==> config.mk <==
export PLATFORM = sky130hd
export DESIGN_NAME = radix_digit_emitter_unit
export DESIGN_NICKNAME = d
export VERILOG_FILES = /design/src/hdl/rde_pkg.sv /design/src/hdl/rde_ram.sv /design/src/hdl/rde_front.sv /design/src/hdl/rde_queue.sv /design/src/hdl/rde_back.sv /design/src/hdl/radix_digit_emitter_unit.sv
export SDC_FILE = /design/constraint.sdc
export NUM_CORES = 1
export LEC_CHECK = 0
export BUFFER_PORTS_ARGS = -buffer_cell sky130_fd_sc_hd__buf_2
export CAP_MARGIN = 15
export CORE_MARGIN = 4
export CORE_UTILIZATION = 50
export CTS_BUF_LIST = sky130_fd_sc_hd__clkbuf_16
export DETAILED_ROUTE_END_ITERATION = 10
export PLACE_DENSITY = 0.71
export SLEW_MARGIN = 20
export SYNTH_ARGS = -nofsm -noshare
export SYNTH_HDL_FRONTEND = slang
export SYNTH_SLANG_ARGS = --single-unit
==> constraint.sdc <==
create_clock -name clk -period 22.7 [get_ports clk]
set_input_delay 4.54 -clock clk [delete_from_list [all_inputs] [get_ports clk]]
set_output_delay 4.54 -clock clk [all_outputs]
set_load 0.02 [all_outputs]
==> src/hdl/rde_pkg.sv <==
package rde_pkg;

	// Value width the conversion works on (4..64)
	localparam int VALUE_BITS = 32;

	// Field widths fixed by the stream format
	localparam int IN_VALUE_W = 32;
	localparam int RADIX_W    = 5;
	localparam int S_TDATA_W  = 40;
	localparam int CHAR_W     = 7;
	localparam int M_TDATA_W  = 8;

	// Long division: quotient bits resolved per cycle
	localparam int DIV_BITS  = 8;
	localparam int VB_PAD    = ((VALUE_BITS + DIV_BITS - 1) / DIV_BITS) * DIV_BITS;
	localparam int DIV_STEPS = VB_PAD / DIV_BITS;
	localparam int STEP_W    = (DIV_STEPS > 1) ? $clog2(DIV_STEPS) : 1;

	localparam logic [VB_PAD-1:0] VALUE_MASK = {VB_PAD{1'b1}} >> (VB_PAD - VALUE_BITS);

	// Digit store
	localparam int STORE_DEPTH = 32;
	localparam int IDX_W       = 5;
	localparam int CNT_W       = 6;
	localparam int DIGIT_W     = 4;

	localparam logic [RADIX_W-1:0] RADIX_MIN     = 5'd2;
	localparam logic [RADIX_W-1:0] RADIX_MAX     = 5'd16;
	localparam logic [DIGIT_W-1:0] DECIMAL_LIMIT = 4'd10;

	localparam logic [CHAR_W-1:0] ASCII_ZERO = 7'd48;
	localparam logic [CHAR_W-1:0] ASCII_A    = 7'd65;

	typedef struct packed {
		logic [VB_PAD-1:0]  value;
		logic [RADIX_W-1:0] radix;
	} rde_item_t;

	function automatic logic [CHAR_W-1:0] ascii_of(input logic [DIGIT_W-1:0] d);
		logic [CHAR_W-1:0] c;
		if (d < DECIMAL_LIMIT) begin
			c = ASCII_ZERO + CHAR_W'(d);
		end else begin
			c = ASCII_A + CHAR_W'(d - DECIMAL_LIMIT);
		end
		return c;
	endfunction

endpackage

==> src/hdl/rde_ram.sv <==
module rde_ram #(
	parameter int WIDTH = 4,
	parameter int DEPTH = 32
) (
	input  logic                     clk,
	input  logic                     we,
	input  logic [$clog2(DEPTH)-1:0] waddr,
	input  logic [WIDTH-1:0]         wdata,
	input  logic                     re,
	input  logic [$clog2(DEPTH)-1:0] raddr,
	output logic [WIDTH-1:0]         rdata
);

	logic [WIDTH-1:0] mem_q [DEPTH];

	always_ff @(posedge clk) begin
		if (we) begin
			mem_q[waddr] <= wdata;
		end
		if (re) begin
			rdata <= mem_q[raddr];
		end
	end

endmodule

==> src/hdl/rde_front.sv <==
module rde_front (
	input  logic                           clk,
	input  logic                           arst_n,
	input  logic                           s_axis_tvalid,
	output logic                           s_axis_tready,
	input  logic [rde_pkg::S_TDATA_W-1:0]  s_axis_tdata,
	output logic                           item_valid,
	input  logic                           item_ready,
	output rde_pkg::rde_item_t             item
);
	import rde_pkg::*;

	logic               valid_q;
	rde_item_t          item_q;
	logic [63:0]        val_wide;
	logic [RADIX_W-1:0] radix_raw;
	logic [RADIX_W-1:0] radix_clamped;

	assign s_axis_tready = !valid_q || item_ready;
	assign item_valid    = valid_q;
	assign item          = item_q;

	always_comb begin
		val_wide  = 64'(s_axis_tdata[IN_VALUE_W-1:0]);
		radix_raw = s_axis_tdata[IN_VALUE_W +: RADIX_W];
		if (radix_raw < RADIX_MIN) begin
			radix_clamped = RADIX_MIN;
		end else if (radix_raw > RADIX_MAX) begin
			radix_clamped = RADIX_MAX;
		end else begin
			radix_clamped = radix_raw;
		end
	end

	always_ff @(posedge clk or negedge arst_n) begin
		if (!arst_n) begin
			valid_q <= 1'b0;
		end else if (s_axis_tready) begin
			valid_q <= s_axis_tvalid;
		end
	end

	always_ff @(posedge clk) begin
		if (s_axis_tvalid && s_axis_tready) begin
			item_q.value <= val_wide[VB_PAD-1:0] & VALUE_MASK;
			item_q.radix <= radix_clamped;
		end
	end

endmodule

==> src/hdl/rde_queue.sv <==
module rde_queue (
	input  logic               clk,
	input  logic               arst_n,
	input  logic               in_valid,
	output logic               in_ready,
	input  rde_pkg::rde_item_t in_item,
	output logic               out_valid,
	input  logic               out_ready,
	output rde_pkg::rde_item_t out_item
);
	import rde_pkg::*;

	rde_item_t  slot_q [2];
	logic       wr_ptr_q;
	logic       rd_ptr_q;
	logic [1:0] cnt_q;
	logic       push;
	logic       pop;

	assign in_ready  = (cnt_q != 2'd2);
	assign out_valid = (cnt_q != 2'd0);
	assign out_item  = slot_q[rd_ptr_q];
	assign push      = in_valid && in_ready;
	assign pop       = out_valid && out_ready;

	always_ff @(posedge clk or negedge arst_n) begin
		if (!arst_n) begin
			wr_ptr_q <= 1'b0;
			rd_ptr_q <= 1'b0;
			cnt_q    <= 2'd0;
		end else begin
			if (push) begin
				wr_ptr_q <= !wr_ptr_q;
			end
			if (pop) begin
				rd_ptr_q <= !rd_ptr_q;
			end
			cnt_q <= cnt_q + 2'(push) - 2'(pop);
		end
	end

	always_ff @(posedge clk) begin
		if (push) begin
			slot_q[wr_ptr_q] <= in_item;
		end
	end

endmodule

==> src/hdl/rde_back.sv <==
module rde_back (
	input  logic                          clk,
	input  logic                          arst_n,
	input  logic                          item_valid,
	output logic                          item_ready,
	input  rde_pkg::rde_item_t            item,
	output logic                          m_axis_tvalid,
	input  logic                          m_axis_tready,
	output logic [rde_pkg::M_TDATA_W-1:0] m_axis_tdata,
	output logic                          m_axis_tlast
);
	import rde_pkg::*;

	typedef enum logic [1:0] {
		ST_IDLE,
		ST_DIV,
		ST_EMIT
	} state_t;

	state_t             state_q;
	logic [VB_PAD-1:0]  val_q;
	logic [VB_PAD-1:0]  quo_q;
	logic [DIGIT_W-1:0] rem_q;
	logic [RADIX_W-1:0] radix_q;
	logic [STEP_W-1:0]  step_q;
	logic [CNT_W-1:0]   cnt_q;
	logic [IDX_W-1:0]   rd_idx_q;
	logic               rd_pend_s1;
	logic               rd_last_s1;

	// Division datapath
	logic [DIV_BITS-1:0]        chunk;
	logic [DIV_BITS-1:0]        qbits;
	logic [DIGIT_W-1:0]         rem_n;
	logic [VB_PAD+DIV_BITS-1:0] qcat;
	logic [VB_PAD+DIV_BITS-1:0] vcat;
	logic [VB_PAD-1:0]          quo_full;
	logic [VB_PAD-1:0]          val_next;
	logic                       digit_done;

	// Store and output queue
	logic               ram_we;
	logic               ram_re;
	logic [DIGIT_W-1:0] ram_rdata;
	logic [CHAR_W-1:0]  oq_char_q [2];
	logic               oq_last_q [2];
	logic               oq_wr_q;
	logic               oq_rd_q;
	logic [1:0]         oq_cnt_q;
	logic [1:0]         oq_after_pop;
	logic               oq_pop;
	logic               issue;

	assign item_ready = (state_q == ST_IDLE);

	always_comb begin
		logic [DIGIT_W:0]   t;
		logic [DIGIT_W-1:0] r;
		chunk = val_q[VB_PAD-1 -: DIV_BITS];
		r     = rem_q;
		qbits = '0;
		for (int i = DIV_BITS - 1; i >= 0; i--) begin
			t = {r, chunk[i]};
			if (t >= radix_q) begin
				t        = t - radix_q;
				qbits[i] = 1'b1;
			end
			r = t[DIGIT_W-1:0];
		end
		rem_n = r;
	end

	assign qcat       = {quo_q, qbits};
	assign quo_full   = qcat[VB_PAD-1:0];
	assign vcat       = {val_q, {DIV_BITS{1'b0}}};
	assign val_next   = vcat[VB_PAD-1:0];
	assign digit_done = (state_q == ST_DIV) && (step_q == STEP_W'(DIV_STEPS - 1));
	assign ram_we     = digit_done;

	// Prefetch a digit only if the output queue has room once it lands
	assign oq_pop       = m_axis_tvalid && m_axis_tready;
	assign oq_after_pop = oq_cnt_q - 2'(oq_pop);
	assign issue        = (state_q == ST_EMIT)
		&& ((3'(oq_after_pop) + 3'(rd_pend_s1)) <= 3'd1);
	assign ram_re       = issue;

	rde_ram #(
		.WIDTH (DIGIT_W),
		.DEPTH (STORE_DEPTH)
	) u_store (
		.clk   (clk),
		.we    (ram_we),
		.waddr (cnt_q[IDX_W-1:0]),
		.wdata (rem_n),
		.re    (ram_re),
		.raddr (rd_idx_q),
		.rdata (ram_rdata)
	);

	always_ff @(posedge clk or negedge arst_n) begin
		if (!arst_n) begin
			state_q    <= ST_IDLE;
			rd_pend_s1 <= 1'b0;
			cnt_q      <= '0;
		end else begin
			rd_pend_s1 <= issue;
			unique case (state_q)
				ST_IDLE: begin
					if (item_valid) begin
						state_q <= ST_DIV;
						cnt_q   <= '0;
					end
				end
				ST_DIV: begin
					if (digit_done) begin
						cnt_q <= cnt_q + 1'b1;
						if (quo_full == '0 || cnt_q == CNT_W'(STORE_DEPTH - 1)) begin
							state_q <= ST_EMIT;
						end
					end
				end
				ST_EMIT: begin
					if (issue && rd_idx_q == '0) begin
						state_q <= ST_IDLE;
					end
				end
				default: begin
					state_q <= ST_IDLE;
				end
			endcase
		end
	end

	always_ff @(posedge clk) begin
		if (issue) begin
			rd_last_s1 <= (rd_idx_q == '0);
		end
		unique case (state_q)
			ST_IDLE: begin
				val_q   <= item.value;
				radix_q <= item.radix;
				quo_q   <= '0;
				rem_q   <= '0;
				step_q  <= '0;
			end
			ST_DIV: begin
				if (digit_done) begin
					val_q    <= quo_full;
					quo_q    <= '0;
					rem_q    <= '0;
					step_q   <= '0;
					rd_idx_q <= cnt_q[IDX_W-1:0];
				end else begin
					val_q  <= val_next;
					quo_q  <= quo_full;
					rem_q  <= rem_n;
					step_q <= step_q + 1'b1;
				end
			end
			ST_EMIT: begin
				if (issue) begin
					rd_idx_q <= rd_idx_q - 1'b1;
				end
			end
			default: begin
				step_q <= '0;
			end
		endcase
	end

	// Two-entry output queue fed by the store read
	always_ff @(posedge clk or negedge arst_n) begin
		if (!arst_n) begin
			oq_wr_q  <= 1'b0;
			oq_rd_q  <= 1'b0;
			oq_cnt_q <= 2'd0;
		end else begin
			if (rd_pend_s1) begin
				oq_wr_q <= !oq_wr_q;
			end
			if (oq_pop) begin
				oq_rd_q <= !oq_rd_q;
			end
			oq_cnt_q <= oq_cnt_q + 2'(rd_pend_s1) - 2'(oq_pop);
		end
	end

	always_ff @(posedge clk) begin
		if (rd_pend_s1) begin
			oq_char_q[oq_wr_q] <= ascii_of(ram_rdata);
			oq_last_q[oq_wr_q] <= rd_last_s1;
		end
	end

	assign m_axis_tvalid = (oq_cnt_q != 2'd0);
	assign m_axis_tdata  = M_TDATA_W'(oq_char_q[oq_rd_q]);
	assign m_axis_tlast  = oq_last_q[oq_rd_q];

endmodule

==> src/hdl/radix_digit_emitter_unit.sv <==
// Channel   Direction  Payload (lowest bit up)                     Marker
// s_axis    in         tdata: value[31:0], radix[36:32], zero pad   -
// m_axis    out        tdata: digit_char[6:0], zero pad             tlast = last_digit
//
// An item passes through the front register and the queue, then long division
// forms each digit (8 quotient bits per cycle over a 32-bit value) into the
// digit store, then the digits are read back out. The back end takes its next
// item only once the read of the last digit has been issued.
// Reset clears control state only; the digit store needs no clearing pass.
// A stalled m_axis holds the back end once its two-entry output queue fills;
// the queue and front register take up to three more items meanwhile.
module radix_digit_emitter_unit (
	input  logic                          clk,
	input  logic                          arst_n,
	input  logic                          s_axis_tvalid,
	output logic                          s_axis_tready,
	input  logic [rde_pkg::S_TDATA_W-1:0] s_axis_tdata,  // value[31:0], radix[36:32]
	output logic                          m_axis_tvalid,
	input  logic                          m_axis_tready,
	output logic [rde_pkg::M_TDATA_W-1:0] m_axis_tdata,  // digit_char[6:0]
	output logic                          m_axis_tlast
);
	import rde_pkg::*;

	// Front register to queue
	logic      fr_valid;
	logic      fr_ready;
	rde_item_t fr_item;

	// Queue to back end
	logic      bk_valid;
	logic      bk_ready;
	rde_item_t bk_item;

	// Mask the value, clamp the radix into 2..16
	rde_front u_front (
		.clk           (clk),
		.arst_n        (arst_n),
		.s_axis_tvalid (s_axis_tvalid),
		.s_axis_tready (s_axis_tready),
		.s_axis_tdata  (s_axis_tdata),
		.item_valid    (fr_valid),
		.item_ready    (fr_ready),
		.item          (fr_item)
	);

	// Decouple acceptance from the long conversion
	rde_queue u_queue (
		.clk       (clk),
		.arst_n    (arst_n),
		.in_valid  (fr_valid),
		.in_ready  (fr_ready),
		.in_item   (fr_item),
		.out_valid (bk_valid),
		.out_ready (bk_ready),
		.out_item  (bk_item)
	);

	// Divide into the digit store, then stream digits most significant first
	rde_back u_back (
		.clk           (clk),
		.arst_n        (arst_n),
		.item_valid    (bk_valid),
		.item_ready    (bk_ready),
		.item          (bk_item),
		.m_axis_tvalid (m_axis_tvalid),
		.m_axis_tready (m_axis_tready),
		.m_axis_tdata  (m_axis_tdata),
		.m_axis_tlast  (m_axis_tlast)
	);

endmodule

== Yosys cells after proc, flatten, opt, wreduce, memory -nomap -nowiden ==
Memory sizes are Yosys's and may differ from the RTL's. A register that Yosys moved wholly into a read port is not among the register bits.
Cells that the tools add are included.
Storage, ports and cells
  register bits after elaboration: 128
  RAM bits: 218
  output and inout bits: 11
  word-level logic and storage cells: 135
  memories: 4
Operators by class
  add/subtract/negate cells: 20
  $lt $le $gt $ge: 12
  eq/ne operators: 10
  muxes and demuxes: 44
  reductions and logical operators: 25
Memories
  u_back.u_store.mem_q: depth 32, bits a word 4, rd ports 1, clocked after Yosys merged registers in 1, wr ports 1, RTL line rde_ram.sv:14  | logic [WIDTH-1:0] mem_q [DEPTH];
  u_queue.slot_q: depth 2, bits a word 37, rd ports 1, clocked after Yosys merged registers in 0, wr ports 1, RTL line rde_queue.sv:13  | rde_item_t slot_q [2];
  u_back.oq_char_q: depth 2, bits a word 7, rd ports 1, clocked after Yosys merged registers in 0, wr ports 1, RTL line rde_back.sv:45  | logic [CHAR_W-1:0] oq_char_q [2];
  u_back.oq_last_q: depth 2, bits a word 1, rd ports 1, clocked after Yosys merged registers in 0, wr ports 1, RTL line rde_back.sv:46  | logic oq_last_q [2];
Operator list (count)
  $pmux 32 s2: 1
  $pmux 24 s2: 1
  $ge 5x5->1: 8
  $mux 4: 9
  $logic_not 32->1: 1
  $mux 32: 1
  $sub 4x4->4: 8
  $mux 24: 1
  $mux 5: 3
  $mux 1: 14
  $mux 7: 2
  $mux 6: 2
  $pmux 6 s2: 1
  $mux 2: 5
  $pmux 5 s2: 1
  $pmux 4 s2: 1
  $reduce_bool 2->1: 4
  $add 6x4->7 const A: 1
  $add 7x7->7 const A: 1
  $logic_and 1x1->1: 7
  $add 6x1->6 const B: 1
  $eq 6x5->1 const B: 1
  $ne 2x1->1 const B: 3
  $ne 2x2->1 const B: 3
  other kinds (21): 31

== Longest topological paths before layout ==
Gate-level depths: netlist (run 1).
  depth after elaboration: 21
  depth in mapped cells: 52
  gate-level depth less buffers: 50

== Cells and area by module ==
Synthesis (run 1) repeated with hierarchy kept, for this count alone.
Unflattened totals
  cells, all modules: 995
  area total of the unflattened synthesis: 15630.0 um^2
Modules (own cells, without submodules)
  rde_back: instances 1, cells each 579, area an instance 6338.6 um^2, sequential area each 2997.9 um^2
  rde_ram: instances 1, cells each 231, area an instance 5178.7 um^2, sequential area each 3963.8 um^2
  rde_queue: instances 1, cells each 137, area an instance 2897.8 um^2, sequential area each 2322.2 um^2
  rde_front: instances 1, cells each 48, area an instance 1214.9 um^2, sequential area each 1136.1 um^2

== Worst setup path before layout (run 1) ==
OpenSTA, ideal clock, no wires.
  path kind: register to register
  from: reg u_back.radix_q[1]
  to: mem u_back.u_store.mem_q[0][2] (data pin)
  library setup time: 0.377 ns
  data arrival time: 11.422 ns
  setup slack: 10.901 ns
  cell stages (with the launch flop): 48
  buffers on the path: 2
  cells stage by stage: edfxtp_1 -> inv_1 -> ha_1 -> nand2_1 -> o21ai_1 -> a21bo_2 -> mux2_1 -> ha_1 -> a21oi_1 -> o21ai_0 -> a21bo_2 -> o21ai_0 -> inv_1 -> ha_1 -> a21o_1 -> a31oi_1 -> o21a_1 -> clkbuf_1 -> [... 12 more ...] -> mux2i_1 -> ha_1 -> a21o_1 -> a31oi_1 -> o21ai_0 -> clkbuf_1 -> mux2_2 -> ha_1 -> a21o_1 -> a31oi_1 -> mux2_2 -> inv_1 -> ha_1 -> a21o_1 -> a31oi_1 -> o21a_1 -> nor2_1 -> a21oi_1
On the way
  longest elaborated chain between the ends: 16
  elaborated cells on any way between the ends: 24
RTL lines
  start, declared: RTL line rde_back.sv:24  | logic [RADIX_W-1:0] radix_q;
  start signal, assigned: RTL line rde_back.sv:141  | radix_q <= item.radix;
  $sub 4x4->4 or $ge 5x5->1 (tied branches): RTL line rde_back.sv:65, rde_back.sv:64
  $mux 4: RTL line rde_back.sv:64  | if (t >= radix_q) begin
  $sub 4x4->4 or $ge 5x5->1 (tied branches): RTL line rde_back.sv:65, rde_back.sv:64
  $mux 4: RTL line rde_back.sv:64
  $sub 4x4->4 or $ge 5x5->1 (tied branches): RTL line rde_back.sv:65, rde_back.sv:64
  $mux 4: RTL line rde_back.sv:64
  $ge 5x5->1 or $sub 4x4->4 (tied branches): RTL line rde_back.sv:64, rde_back.sv:65
  $mux 4: RTL line rde_back.sv:64
  $sub 4x4->4 or $ge 5x5->1 (tied branches): RTL line rde_back.sv:65, rde_back.sv:64
  $mux 4: RTL line rde_back.sv:64
  $sub 4x4->4 or $ge 5x5->1 (tied branches): RTL line rde_back.sv:65, rde_back.sv:64
  $mux 4: RTL line rde_back.sv:64
  $ge 5x5->1 or $sub 4x4->4 (tied branches): RTL line rde_back.sv:64, rde_back.sv:65
  $mux 4: RTL line rde_back.sv:64
  $sub 4x4->4 or $ge 5x5->1 (tied branches): RTL line rde_back.sv:65, rde_back.sv:64
  $mux 4 (*): RTL line rde_back.sv:64
  named net u_back.rem_n[2]: RTL line rde_back.sv:34  | logic [DIGIT_W-1:0] rem_n;
  end, declared: RTL line rde_ram.sv:14
Mark *: on every way through the listed nets, which the timed path passes. The rest lies on a longest branch.

== Worst setup path after layout (run 1) ==
  from: reg u_back.radix_q[1]
  to: mem u_back.u_store.mem_q[23][3] (data pin)
Same word-level chain as after synthesis.

==> results of run 1 <==
worst max-delay path by stage:
stage	from	to	slack (ps)	depth (start not counted)
floorplan	u_back.radix_q[1]$_DFFE_PP_	u_back.u_store.mem_q[0][2]$_DFFE_PP_	10900	47
global placement	u_back.radix_q[1]$_DFFE_PP_	u_back.u_store.mem_q[30][3]$_DFFE_PP_	9530	48
detailed placement	u_back.radix_q[1]$_DFFE_PP_	u_back.u_store.mem_q[30][3]$_DFFE_PP_	9280	48
CTS	u_back.radix_q[1]$_DFFE_PP_	u_back.u_store.mem_q[23][3]$_DFFE_PP_	9250	48
global route	u_back.radix_q[1]$_DFFE_PP_	u_back.u_store.mem_q[20][3]$_DFFE_PP_	8700	48
finish	u_back.radix_q[1]$_DFFE_PP_	u_back.u_store.mem_q[23][3]$_DFFE_PP_	9660	48
logic make-up after synthesis:
family | Yosys count | share of synthesized area
AO/OA/AOI/OAI | 158 | 0.0640
other | 1 | 0.000241
AND/OR/NAND/NOR | 208 | 0.0684
flip-flops | 350 | 0.670
buffers and inverters | 89 | 0.0220
adder cells (fa/ha/maj) | 64 | 0.0554
multiplexers | 104 | 0.101
XOR/XNOR | 33 | 0.0186
where the power goes:
group          switching (mW)  internal, mW
registers              0.0202         0.772
logic                  0.0542        0.0325
clock network           0.234         0.302
total                   0.308          1.11
state kept, by name, summed over array words and instances, names as in the netlist, 5 cells and up:
signal / count
u_back.radix_q: 5
u_back.oq_char_q: 14
u_queue.slot_q: 74
u_back.cnt_q: 6
u_back.val_q: 32
u_back.u_store.mem_q: 128
u_back.quo_q: 24
u_back.rd_idx_q: 5
u_front.item: 37
layer usage:
layer	track usage	vias up	wire, um
met2	0.281	217	14000
met4	0.0411	2	532
li1	-	3960	-
met1	0.233	4129	12300
met3	0.0304	43	1510
met5	0	-	13
through the flow:
stage / util / total power, mW / setup slack [ps] / hold slack (ps)
2_1_floorplan: - / 0.859 / 10900 / 421
3_3_place_gp: 0.530 / 0.888 / 9530 / 424
3_5_place_dp: 0.530 / 0.893 / 9280 / 431
4_1_cts: 0.565 / 1.43 / 9250 / 445
5_1_grt: 0.565 / 1.47 / 8700 / 451
6_report: 0.565 / 1.41 / 9660 / 440
synth_stat cells (4+ instances only):
master	n	area share
edfxtp_1	332	0.64
nor2_1	57	0.014
ha_1	56	0.045
a21oi_1	52	0.017
inv_1	47	0.011
mux4_2	40	0.058
nand2_1	40	0.0097
mux2i_1	37	0.024
clkbuf_1	31	0.0075
nor2b_1	30	0.012
a211oi_1	27	0.013
mux2_2	26	0.019
o21ai_0	21	0.0068
xnor2_1	20	0.011
and3_1	18	0.0072
dfrtp_1	18	0.029
a21o_1	16	0.0077
and2_1	13	0.0052
xor2_1	13	0.0073
nand2b_1	9	0.0036
nand3_1	9	0.0029
fa_1	8	0.010
o22ai_1	8	0.0032
a31oi_1	7	0.0028
nor3_1	7	0.0023
buf_1	6	0.0014
nor4_1	6	0.0024
o21a_1	5	0.0024
or3_1	5	0.0020
buf_2	4	0.0013
nand3b_1	4	0.0019
o21ai_1	4	0.0013
area by class of cell:
class,count,share of cell area
clock buffers,36,0.0520
clock inverters,23,0.00974
multi-input cells,568,0.278
inverters,47,0.0102
flip-flops and latches,350,0.601
repair buffers,63,0.0208
well taps,396,0.0286
==> flow_metrics.py, run 1 <==
metrics = {
    "outcome": {
        "status": "finished, final reports clean",
    },
    "cts": {
        "cts_buffers": 35,
        "clock_sinks": 350,
        "clkTransAtPathRegs_ps": 60,
        "ctsHoldBuffers": 0,
        "cts_tree": "done",
        "post_cts.repair.setup_buffers": 0,
        "root_buffer": "clkbuf_16",
        "cts.htree.levels": 2,
        "clock_latency_ps": 520,
        "cts_resized": 0,
        "cts_buffer_depth": 3,
    },
    "yosys": {
        "ys_types": 54,
        "seq_area_frac_synth": 0.670,
        "synth_seq_cells": 350,
        "synth_edf_count": 332,
        "synth_nets": 1115,
        "syn_area_per_cell_um2": 15.4,
        "synthFlopType": "edfxtp_1",
        "synth-async-reset-ratio": 0.0514,
        "ys_warn_count": 0,
        "syn_area_um2": 15600,
        "syn_inst": 1007,
    },
    "setup_path": {
        "endpoint_kind": "flop",
        "worst-path-buf-inv": 6,
        "regToRegSetupSlack_ps": 9660,
        "worstReg2RegEnd": "u_back.u_store.mem_q[23][3]$_DFFE_PP_",
        "crit_fanout": 32,
        "required_ps": 22730,
        "cp_top_family": "compound AO/OA/AOI/OAI gates",
        "critPathLaunchType": "flop",
        "worstRegToRegCells": 48,
        "r2r-start": "u_back.radix_q[1]$_DFFE_PP_",
        "slowest_delay_ps": 690,
        "cp.arrival_ps": 13070,
        "critical_path_class": "flop to flop",
        "crit_path_frequent_cell": "ha_1",
        "cp_slowest_cell": "edfxtp_1",
    },
    "worst_hold_path": {
        "hp-start": "u_front.item[32]$_DFFE_PP_",
        "holdPathEnd": "u_queue.slot_q[0][32]$_DFFE_PP_",
        "whs_path_depth": 0,
        "hold_path_class": "flop to flop",
    },
    "die": {
        "rows": 64,
        "core_um2": 30700,
        "die_width_um": 184,
        "die_h_um": 184,
        "die_area_um2": 34000,
        "io_pins": 55,
        "initial_core_util": 0.507,
    },
    "cells_and_area": {
        "multi_input_area_um2": 4820,
        "antenna_cells": 0,
        "stdcell_area_um2": 17300,
        "layout-drive-gt1-share": 0.173,
        "final_common_cell": "edfxtp_1",
        "final-seq-area_um2": 10400,
        "stdcell_count": 1483,
        "synthToLayoutAreaGrowth_pct": 11.5,
        "fill_cells": 2379,
        "final_net_count": 1173,
        "layout_common_cells": "edfxtp_1, nor2_1, ha_1",
    },
    "place": {
        "port_buffers": 50,
        "place_congestion": 0.805,
        "dp_hpwl_um": 18600,
        "post_dp_cell_area_um2": 16200,
        "dp_cells": 1423,
    },
    "routing": {
        "vias": 8351,
        "ant_nets": 0,
        "wl_per_cell_um": 19.1,
        "vias_per_cell": 5.63,
        "dr.first_iter.drc_count": 630,
        "firstDrtPassIters": 5,
        "drcViolationCount": 0,
        "wirelength_um": 28400,
    },
    "timing": {
        "fin_crit_sh": 0.575,
        "fin_tns_setup_ps": 0,
        "final_hold_viol_count": 0,
        "slew-limit-headroom": 0.483,
        "fin_skew_ps": 21.4,
        "fmax_mhz": 76.7,
        "setup_viol": 0,
        "fin_crit_ps": 13040,
        "slew_violations": 0,
        "grt_setup_unrepaired": "no",
        "tightest_slew_ps": 776,
    },
    "global_route": {
        "antenna_found_initial": 1,
        "grt_pass1_wl_um": 45000,
        "grt_usage": 0.168,
        "grt_max_degree": 80,
        "grt_overflow": 0,
        "grt_pass1_vias": 8279,
    },
    "power_and_ir_drop": {
        "power_density_nw_per_um2": 81.6,
        "p_leak_nw": 6.60,
        "ir_drop_v": 0.0000768,
    },
    "run": {
        "maxCapViolations": 0,
    },
}
Power figures use the tool's default switching activity.
==> run 2, diff against run 1 <==
- clock period: 22.7 -> 13.1 ns (I/O delays scaled with it)
==> run 2 against run 1 <==
Effect of this change:
- final cell count increased by 0.67%
- setup slack worse by 8600 ps
- first-iteration DRC count grew 16%
- largest cell class unchanged
- utilization grew 0.27 points
- fmax up 8.7%
- critical path type unchanged
- clock skew grew 3.8 ps
==> flow_metrics.py, run 2 (synthesized netlist as in run 1, its figures left out) <==
metrics = {
    "timing": {
        "slew-limit-headroom": 0.488,
        "final_hold_viol_count": 0,
        "grt_setup_unrepaired": "no",
        "slew_violations": 0,
        "fin_tns_setup_ps": 0,
        "fin_skew_ps": 25.2,
        "fin_crit_sh": 0.916,
        "setup_viol": 0,
        "fin_crit_ps": 12000,
        "fmax_mhz": 83.4,
        "tightest_slew_ps": 768,
    },
    "die": {
        "rows": 64,
        "die_width_um": 184,
        "die_area_um2": 34000,
        "io_pins": 55,
        "die_h_um": 184,
        "core_um2": 30700,
        "initial_core_util": 0.507,
    },
    "cts": {
        "clock_latency_ps": 510,
        "cts_buffers": 36,
        "clock_sinks": 350,
        "cts_buffer_depth": 3,
        "post_cts.repair.setup_buffers": 0,
        "ctsHoldBuffers": 0,
        "root_buffer": "clkbuf_16",
        "cts_tree": "done",
        "cts_resized": 0,
        "clkTransAtPathRegs_ps": 60,
        "cts.htree.levels": 2,
    },
    "setup_path": {
        "r2r-start": "u_back.radix_q[1]$_DFFE_PP_",
        "critPathLaunchType": "flop",
        "critical_path_class": "flop to flop",
        "worstReg2RegEnd": "u_back.state_q[0]$_DFFE_PN0P_",
        "slowest_delay_ps": 500,
        "crit_fanout": 11,
        "regToRegSetupSlack_ps": 1100,
        "worstRegToRegCells": 48,
        "cp.arrival_ps": 12370,
        "required_ps": 13470,
        "cp_slowest_cell": "or4_1",
        "endpoint_kind": "flop",
        "crit_path_frequent_cell": "ha_1",
    },
    "cells_and_area": {
        "layout-drive-gt1-share": 0.180,
        "synthToLayoutAreaGrowth_pct": 12.0,
        "antenna_cells": 0,
        "top_register": "u_back.u_store.mem_q",
        "stdcell_area_um2": 17400,
        "fill_cells": 2390,
        "layout_common_cells": "edfxtp_1, nor2_1, ha_1",
        "final_common_cell": "edfxtp_1",
        "largest_register_ffs": 128,
        "stdcell_count": 1493,
        "final_net_count": 1180,
        "fin_util": 0.568,
    },
    "routing": {
        "drcViolationCount": 0,
        "firstDrtPassIters": 5,
        "vias": 8323,
        "wl_per_cell_um": 18.9,
        "vias_per_cell": 5.57,
        "wirelength_um": 28300,
        "dr.first_iter.drc_count": 733,
        "ant_nets": 0,
    },
    "power_and_ir_drop": {
        "power_density_nw_per_um2": 142,
        "ir_drop_v": 0.000128,
        "p_leak_nw": 6.63,
    },
    "place": {
        "place_congestion": 0.805,
        "dp_hpwl_um": 18500,
        "port_buffers": 50,
        "dp_cells": 1429,
        "post_dp_cell_area_um2": 16300,
    },
    "worst_hold_path": {
        "hp-start": "u_back.rd_last_s1$_DFFE_PP_",
        "hold_path_class": "flop to flop",
        "whs_path_depth": 0,
        "holdPathEnd": "u_back.oq_last_q[0]$_DFFE_PP_",
    },
    "global_route": {
        "grt_usage": 0.170,
        "grt_overflow": 0,
        "grt_pass1_wl_um": 45400,
        "grt_pass1_vias": 8325,
        "antenna_found_initial": 1,
        "grt_max_degree": 79,
    },
    "outcome": {
        "status": "finished, final reports clean",
    },
    "run": {
        "maxCapViolations": 0,
    },
}
-- run 2: cell types whose count changed in the layout (fill, tap and decap cells not counted), moves of 2 or more --
cell	delta
clkinvlp_4	+2
bufinv_16	+2
clkinv_1	+4
clkinv_2	+2
inv_1	-4
buf_4	+6
-- run 2: worst max path at each step --
stage | from | end | cells after the start
floorplan | u_back.radix_q[1]$_DFFE_PP_ | u_back.u_store.mem_q[0][2]$_DFFE_PP_ | 47
global placement | u_back.radix_q[1]$_DFFE_PP_ | u_back.state_q[0]$_DFFE_PN0P_ | 48
detailed placement | u_back.radix_q[1]$_DFFE_PP_ | u_back.state_q[0]$_DFFE_PN0P_ | 48
CTS | u_back.radix_q[1]$_DFFE_PP_ | u_back.state_q[0]$_DFFE_PN0P_ | 48
global route | u_back.radix_q[1]$_DFFE_PP_ | u_back.state_q[0]$_DFFE_PN0P_ | 48
finish | u_back.radix_q[1]$_DFFE_PP_ | u_back.state_q[0]$_DFFE_PN0P_ | 48
-- run 2: layout make-up --
cell class / instances / area, um^2 / share of cell area
clock buffers: 36 / 901 / 0.0517
inverters: 47 / 176 / 0.0101
multi-input cells: 568 / 4810 / 0.276
flip-flops and latches: 350 / 10400 / 0.598
repair buffers: 69 / 405 / 0.0233
well taps: 396 / 495 / 0.0284
clock inverters: 27 / 211 / 0.0121
-- run 2: report_power, final --
| group | internal [mW] | switching, mW |
|---|---|---|
| sequential | 1.34 | 0.0362 |
| clock | 0.560 | 0.398 |
| combinational | 0.0561 | 0.0945 |
| total | 1.95 | 0.529 |
-- run 2: stage by stage --
stage               hold WS, ps  power, mW  worst slack, ps
floorplan                   421       1.49             1300
global placement            422       1.54             1380
detailed placement          431       1.55             1210
CTS                         442       2.51             1130
global route                444       2.59              221
finish                      442       2.48             1100
-- run 2: metal layers --
metal / vias up / wire length, um / GRT usage
met1: 4086 / 12200 / 0.238
met3: 39 / 1480 / 0.0274
li1: 3978 / - / -
met5: - / 13 / 0
met4: 2 / 465 / 0.0414
met2: 218 / 14100 / 0.282
-- run 2: critical path, delay by kind of cell, from the launching register on --
| kind | cells | cell delay (ps) |
|---|---|---|
| buffers and inverters | 8 | 1500 |
| multiplexers | 6 | 2130 |
| AO/OA/AOI/OAI | 22 | 4600 |
| flip-flops | 1 | 350 |
| AND/OR/NAND/NOR | 4 | 970 |
| adder cells (fa/ha/maj) | 8 | 2260 |
